<file path="src/sv/dpcu_pkg.sv">
// ----------------------------------------------------------------------------
// dpcu_pkg
// Shared types and constants of the digital potentiometer command unit.
// ----------------------------------------------------------------------------
`default_nettype none

package dpcu_pkg;

	localparam int NUM_WIPERS = 4;
	localparam int SEL_W      = 2;
	localparam int CFG_IDX_W  = 1;

	localparam logic [7:0] OP_WRITE_POS  = 8'h0F;
	localparam logic [7:0] OP_WRITE_CTRL = 8'h55;
	localparam logic [7:0] OP_READ_CTRL  = 8'hAA;
	localparam logic [7:0] OP_READ_POS   = 8'hF0;
	localparam logic [7:0] OP_INC        = 8'hC3;
	localparam logic [7:0] OP_DEC        = 8'h99;

	localparam logic [7:0] CTRL_RESET    = 8'h0C;
	localparam logic [7:0] RELEASE_RESET = 8'd150;
	localparam logic [7:0] FEATURE_RESET = 8'hFF;
	localparam logic [7:0] POS_MAX       = 8'hFF;
	localparam logic [7:0] POS_MIN       = 8'h00;

	localparam logic [1:0] CNT_NONE = 2'd0;
	localparam logic [1:0] CNT_ONE  = 2'd1;
	localparam logic [1:0] CNT_TWO  = 2'd2;

	localparam logic [CFG_IDX_W-1:0] CFG_RELEASE_CODE = 1'b0;
	localparam logic [CFG_IDX_W-1:0] CFG_FEATURE_BYTE = 1'b1;

	typedef struct packed {
		logic [7:0] confirm_byte;
		logic [7:0] data_byte;
		logic [7:0] cmd;
	} req_t;

	typedef struct packed {
		logic       bad_command;
		logic [1:0] byte_count;
		logic [7:0] second_byte;
		logic [7:0] first_byte;
	} res_t;

	typedef struct packed {
		logic                 valid;
		logic [CFG_IDX_W-1:0] index;
		logic [7:0]           data;
	} cfg_wr_t;

endpackage

`default_nettype wire

</file>
<file path="src/sv/digital_potentiometer_command_unit.sv">
// ----------------------------------------------------------------------------
// digital_potentiometer_command_unit
// Each request passes the input register, then the result register; a stalled
// result holds it in the input register. Throughput: one request per cycle
// unless the output stalls; the wiper and control update is one
// read-modify-write of small registers between the two stages.
// Input accepted while a result waits only when the input register is empty.
// Reset: control byte 0x0C, wipers 0, release code 150, feature byte 0xFF.
// ----------------------------------------------------------------------------
`default_nettype none

module digital_potentiometer_command_unit (
	input  wire logic                           clk,
	input  wire logic                           arst_n,
	input  wire logic                           s_tvalid,
	output logic                                s_tready,
	input  wire logic [23:0]                    s_tdata,   // cmd, data_byte, confirm_byte
	output logic                                m_tvalid,
	input  wire logic                           m_tready,
	output logic [23:0]                         m_tdata,   // first_byte, second_byte, byte_count
	output logic                                m_tuser,   // bad_command
	input  wire logic                           cfg_valid,
	output logic                                cfg_ready,
	input  wire logic [dpcu_pkg::CFG_IDX_W-1:0] cfg_index,
	input  wire logic [7:0]                     cfg_data
);
	import dpcu_pkg::*;

	logic    valid_s1;
	req_t    req_s1;
	logic    valid_s2;
	res_t    res_s2;
	res_t    res_comb;
	logic    out_free;
	logic    fire;
	cfg_wr_t cfg;

	assign out_free  = !valid_s2 || m_tready;
	assign fire      = valid_s1 && out_free;
	assign s_tready  = !valid_s1 || out_free;
	assign cfg_ready = 1'b1;

	assign cfg.valid = cfg_valid;
	assign cfg.index = cfg_index;
	assign cfg.data  = cfg_data;

	always_ff @(posedge clk or negedge arst_n) begin
		if (!arst_n) begin
			valid_s1 <= 1'b0;
			valid_s2 <= 1'b0;
		end else begin
			if (s_tready) begin
				valid_s1 <= s_tvalid;
			end
			if (out_free) begin
				valid_s2 <= valid_s1;
			end
		end
	end

	always_ff @(posedge clk) begin
		if (s_tready && s_tvalid) begin
			req_s1 <= req_t'(s_tdata);
		end
		if (fire) begin
			res_s2 <= res_comb;
		end
	end

	dpcu_exec u_exec (
		.clk    (clk),
		.arst_n (arst_n),
		.fire   (fire),
		.req    (req_s1),
		.cfg    (cfg),
		.res    (res_comb)
	);

	assign m_tvalid = valid_s2;
	assign m_tdata  = {6'd0, res_s2.byte_count, res_s2.second_byte, res_s2.first_byte};
	assign m_tuser  = res_s2.bad_command;

endmodule

`default_nettype wire

</file>
<file path="src/sv/dpcu_exec.sv">
// ----------------------------------------------------------------------------
// dpcu_exec
// Command execution: control byte, wiper positions, configuration registers
// and the result for the request held in the input register.
// ----------------------------------------------------------------------------
`default_nettype none

module dpcu_exec (
	input  wire logic              clk,
	input  wire logic              arst_n,
	input  wire logic              fire,
	input  wire dpcu_pkg::req_t    req,
	input  wire dpcu_pkg::cfg_wr_t cfg,
	output dpcu_pkg::res_t         res
);
	import dpcu_pkg::*;

	logic [7:0]       release_q;
	logic [7:0]       feature_q;
	logic [7:0]       ctrl_q;
	logic [7:0]       wiper_q [NUM_WIPERS];

	logic [SEL_W-1:0] sel;
	logic             present;
	logic [7:0]       pos_rd;
	logic [7:0]       pos_inc;
	logic [7:0]       pos_dec;
	logic             released;
	logic [7:0]       ctrl_new;
	logic             wiper_we;
	logic [7:0]       wiper_wd;
	logic             ctrl_we;

	assign sel      = ctrl_q[SEL_W-1:0];
	assign released = (req.confirm_byte == release_q);
	assign ctrl_new = {req.data_byte[7:4], ~req.data_byte[1], ~req.data_byte[0],
		req.data_byte[1:0]};
	assign pos_inc  = (pos_rd != POS_MAX) ? pos_rd + 8'd1 : pos_rd;
	assign pos_dec  = (pos_rd != POS_MIN) ? pos_rd - 8'd1 : pos_rd;

	always_comb begin
		present = 1'b0;
		pos_rd  = 8'd0;
		for (int i = 0; i < NUM_WIPERS; i++) begin
			if (sel == SEL_W'(i)) begin
				present = 1'b1;
				pos_rd  = wiper_q[i];
			end
		end
	end

	always_comb begin
		res      = '0;
		wiper_we = 1'b0;
		wiper_wd = req.data_byte;
		ctrl_we  = 1'b0;
		unique case (req.cmd)
			OP_WRITE_POS: begin
				res.first_byte = req.data_byte;
				res.byte_count = CNT_ONE;
				wiper_we       = released;
			end
			OP_WRITE_CTRL: begin
				res.first_byte = req.data_byte;
				res.byte_count = CNT_ONE;
				ctrl_we        = released;
			end
			OP_READ_CTRL: begin
				res.first_byte  = feature_q;
				res.second_byte = ctrl_q;
				res.byte_count  = CNT_TWO;
			end
			OP_READ_POS: begin
				res.first_byte  = ctrl_q;
				res.second_byte = pos_rd;
				res.byte_count  = CNT_TWO;
			end
			OP_INC: begin
				res.first_byte = present ? pos_inc : 8'd0;
				res.byte_count = CNT_ONE;
				wiper_we       = 1'b1;
				wiper_wd       = pos_inc;
			end
			OP_DEC: begin
				res.first_byte = present ? pos_dec : 8'd0;
				res.byte_count = CNT_ONE;
				wiper_we       = 1'b1;
				wiper_wd       = pos_dec;
			end
			default: begin
				res.bad_command = 1'b1;
			end
		endcase
	end

	always_ff @(posedge clk or negedge arst_n) begin
		if (!arst_n) begin
			release_q <= RELEASE_RESET;
			feature_q <= FEATURE_RESET;
		end else if (cfg.valid) begin
			unique case (cfg.index)
				CFG_RELEASE_CODE: release_q <= cfg.data;
				CFG_FEATURE_BYTE: feature_q <= cfg.data;
				default:          release_q <= release_q;
			endcase
		end
	end

	always_ff @(posedge clk or negedge arst_n) begin
		if (!arst_n) begin
			ctrl_q <= CTRL_RESET;
		end else if (fire && ctrl_we) begin
			ctrl_q <= ctrl_new;
		end
	end

	always_ff @(posedge clk or negedge arst_n) begin
		if (!arst_n) begin
			for (int i = 0; i < NUM_WIPERS; i++) begin
				wiper_q[i] <= 8'd0;
			end
		end else begin
			for (int i = 0; i < NUM_WIPERS; i++) begin
				if (fire && wiper_we && sel == SEL_W'(i)) begin
					wiper_q[i] <= wiper_wd;
				end
			end
		end
	end

endmodule

`default_nettype wire

</file>
<file path="config.mk">
export PLATFORM = sky130hd
export DESIGN_NAME = digital_potentiometer_command_unit
export DESIGN_NICKNAME = d
export VERILOG_FILES = /design/src/sv/dpcu_pkg.sv /design/src/sv/digital_potentiometer_command_unit.sv /design/src/sv/dpcu_exec.sv
export SDC_FILE = /design/constraint.sdc
export NUM_CORES = 1
export LEC_CHECK = 0
export BUFFER_PORTS_ARGS = -buffer_cell sky130_fd_sc_hd__buf_2
export CORE_MARGIN = 2
export CORE_UTILIZATION = 62
export DETAILED_ROUTE_END_ITERATION = 10
export PLACE_DENSITY = 0.85
export REMOVE_ABC_BUFFERS = 1
export SYNTH_ARGS = -nofsm -noshare
export SYNTH_HDL_FRONTEND = slang
export SYNTH_SLANG_ARGS = --single-unit
</file>
<file path="constraint.sdc">
create_clock -name clk -period 3.7 [get_ports clk]
set_input_delay 0 -clock clk [delete_from_list [all_inputs] [get_ports clk]]
set_output_delay 0 -clock clk [all_outputs]
set_load 0.005 [all_outputs]
</file>
==> flow_summary.json <==
{
  "status": "completed",
  "path_max_fanout": 20,
  "syn_inst": 371,
  "fin_skew_ns": 0.0216,
  "synthArstFlopShare_pct": 57.4,
  "grt_max_degree": 44,
  "final_nets": 506,
  "layout_commonest_cell": "buf_2",
  "r2r-start": "u_exec.ctrl_q[1]$_DFFE_PN0P_",
  "antennaDiodeCount": 0,
  "p_leak_nw": 2.42,
  "die_y_um": 93.3,
  "drt_iter0_drc": 357,
  "ys_types": 64,
  "max-cap-violations": 0,
  "setup_viol": 0,
  "power_mw": 2.30,
  "hold_path_class": "input port to asynchronous set/reset pin",
  "fin_crit_sh_pct": 87.3,
  "dpl.hpwl_um": 7970,
  "die_x_um": 93.3,
  "multi_input_area_sq_mm": 0.00205,
  "start_kind": "flop",
  "synth_edf_count": 43,
  "clock-sinks": 101,
  "r2r_cells": 6,
  "clk_latency_ns": 0.39,
  "critical_path_arrival_ns": 3.35,
  "clockBufferDepth": 2,
  "grt_antenna_before_repair": 0,
  "synth_seq_cells": 101,
  "worst-setup-path-type": "flop to flop",
  "final_cell_mix": "58 x buf_2, 44 x dfrtp_1, 43 x edfxtp_1",
  "timing.setup.tns_ns": 0,
  "relSlewSlack_pct": 20.6,
  "row_count": 32,
  "drive_gt1_share_pct": 32.8,
  "port_buffers": 58,
  "ys.flop_type": "dfrtp_1",
  "reg2reg_slack_ns": 0.47,
  "synth_warnings": 0,
  "rsz0062_at_grt": "no",
  "critPathCaptureType": "flop",
  "syn-cell-area_sq_mm": 0.00494,
  "tightest_slew_ns": 1.19,
  "hold_violations": 0,
  "fillerInstances": 489,
  "synth.avg_cell_area_sq_um": 13.3,
  "cts_tree": "yes",
  "vias_per_cell": 6.54,
  "fmax_mhz": 309,
  "path_clk_slew_ns": 0.11,
  "root_buffer": "clkbuf_8",
  "drv_slew": 0,
  "cp.required_ns": 3.82,
  "antenna_left": 0,
  "cts_post_setup_buffers_inserted": 0,
  "grt_usage_pct": 31.7,
  "r2r_end": "m_tdata[7]$_DFFE_PP_",
  "htreeDepth": 3,
  "utilization_pct": 75.5,
  "power.density_mw_per_mm2": 393,
  "gp_congestion": 0.955,
  "remaining_drc_errors": 0,
  "drtPass1Iterations": 5,
  "grt_pass1_vias": 3765,
  "ir_drop_mv": 0.285,
  "grt-ovfl-total": 0,
  "start_util_pct": 64.0,
  "wl_um": 12900,
  "synth_seq_area_share_pct": 55.8,
  "seq_area_sq_mm": 0.00276,
  "syn_to_final_growth_pct": 18.0,
  "grt_pass1_wl_um": 20300,
  "core_sq_mm": 0.00773,
  "via_count": 3742,
  "die_area_sq_mm": 0.00870,
  "pin_count": 66,
  "post_drt_wl_per_cell_um": 22.5,
  "fin_crit_ns": 3.23,
  "cts-buffers-inserted": 9
}
-- final cells by class --
| cell class | instances | area share [%] |
|---|---|---|
| Inverter | 7 | 0.450 |
| Sequential cell | 101 | 47.3 |
| Multi-Input combinational cell | 247 | 35.2 |
| Clock inverter | 7 | 0.944 |
| Timing Repair Buffer | 99 | 11.8 |
| Tap cell | 102 | 2.19 |
| Clock buffer | 9 | 2.12 |
-- how the worst max path moves through the flow --
stage	slack, ns	startpoint	depth (start not counted)	end
floorplan	0.73	u_exec.ctrl_q[0]$_DFFE_PN0P_	6	u_exec.wiper_q[1]$_DFFE_PN0P_
global placement	0.72	u_exec.ctrl_q[0]$_DFFE_PN0P_	6	u_exec.wiper_q[0]$_DFFE_PN0P_
detailed placement	0.62	u_exec.ctrl_q[1]$_DFFE_PN0P_	6	m_tdata[7]$_DFFE_PP_
CTS	0.59	u_exec.ctrl_q[1]$_DFFE_PN0P_	6	m_tdata[7]$_DFFE_PP_
global route	0.37	u_exec.ctrl_q[1]$_DFFE_PN0P_	6	m_tdata[7]$_DFFE_PP_
finish	0.47	u_exec.ctrl_q[1]$_DFFE_PN0P_	6	m_tdata[7]$_DFFE_PP_
-- cells in the mapped netlist (all sizes together), types with 9 or more instances --
| cell | count | share of area [%] |
|---|---|---|
| dfstp | 14 | 7.4 |
| clkbuf | 9 | 0.68 |
| nor2 | 13 | 0.99 |
| edfxtp | 43 | 26 |
| o21ai | 13 | 1.5 |
| nor3 | 9 | 1.0 |
| mux4 | 9 | 4.2 |
| dfrtp | 44 | 22 |
| nand2 | 26 | 2.0 |
| xnor2 | 9 | 1.6 |
| nand2b | 10 | 1.3 |
| buf | 12 | 1.8 |
| mux2 | 47 | 11 |
-- cells by family (layout without fill, tap and decap cells) --
family	count (synthesis)	in the layout	synth area share (%)
other	2	7	0.152
DFF	101	101	55.8
buffers and inverters	28	122	3.04
xor gates and xnor gates	11	11	1.95
and+or+nand+nor	102	102	12.4
muxes	61	61	15.9
adders and majority gates	3	3	0.759
AOI/OAI and AO/OA	63	63	9.95
-- stage by stage --
stage | std cells | worst slack (ns) | area, sq um | hold WS (ns)
2_1_floorplan | 355 | 0.735 | 4840 | -0.296
3_5_place_dp | 520 | 0.621 | 5290 | -0.0596
6_report | 572 | 0.468 | 5830 | 0.0655
5_1_grt | 572 | 0.371 | 5830 | 0.0897
3_3_place_gp | 520 | 0.715 | 5290 | -0.0704
4_1_cts | 572 | 0.593 | 5830 | 0.0800
-- power breakdown --
part	internal, mW	switching [mW]	leakage (nW)
Sequential	1.26	0.0484	1.16
Clock	0.255	0.416	0.0939
Combinational	0.147	0.172	1.17
Total	1.66	0.636	2.42
-- flip-flops by register name, summed over array words and instances, names as in the netlist --
register          flops
m_tdata              18
m_tuser               1
m_tvalid              1
req_s1               24
u_exec.ctrl_q         8
u_exec.feature_q      8
u_exec.release_q      8
u_exec.wiper_q       32
valid_s1              1
-- timing repair --
item / 4_1_cts / 5_1_grt
hold buffers: 36 / 0
gates resized for setup: 0 / 0
setup endpoints to repair: 0 / 0
hold endpoints to repair: 57 / 0
-- critical path, stage by stage, from the launching register on --
cell	delay (ns)
dfrtp_1	0.87
mux4_1	0.61
nand3_1	0.34
nor4_1	0.41
o21ai_1	0.12
a221oi_2	0.51
nand2_1	0.12
-- metal layers --
metal	track usage, %	vias up	share of wire, %
met1	39.4	1861	37
met5	0	-	0
met3	4.35	52	7.1
li1	-	1586	-
met2	54.7	243	52
met4	15.3	0	4.1
No activity file was read; power rests on OpenSTA's default activity.
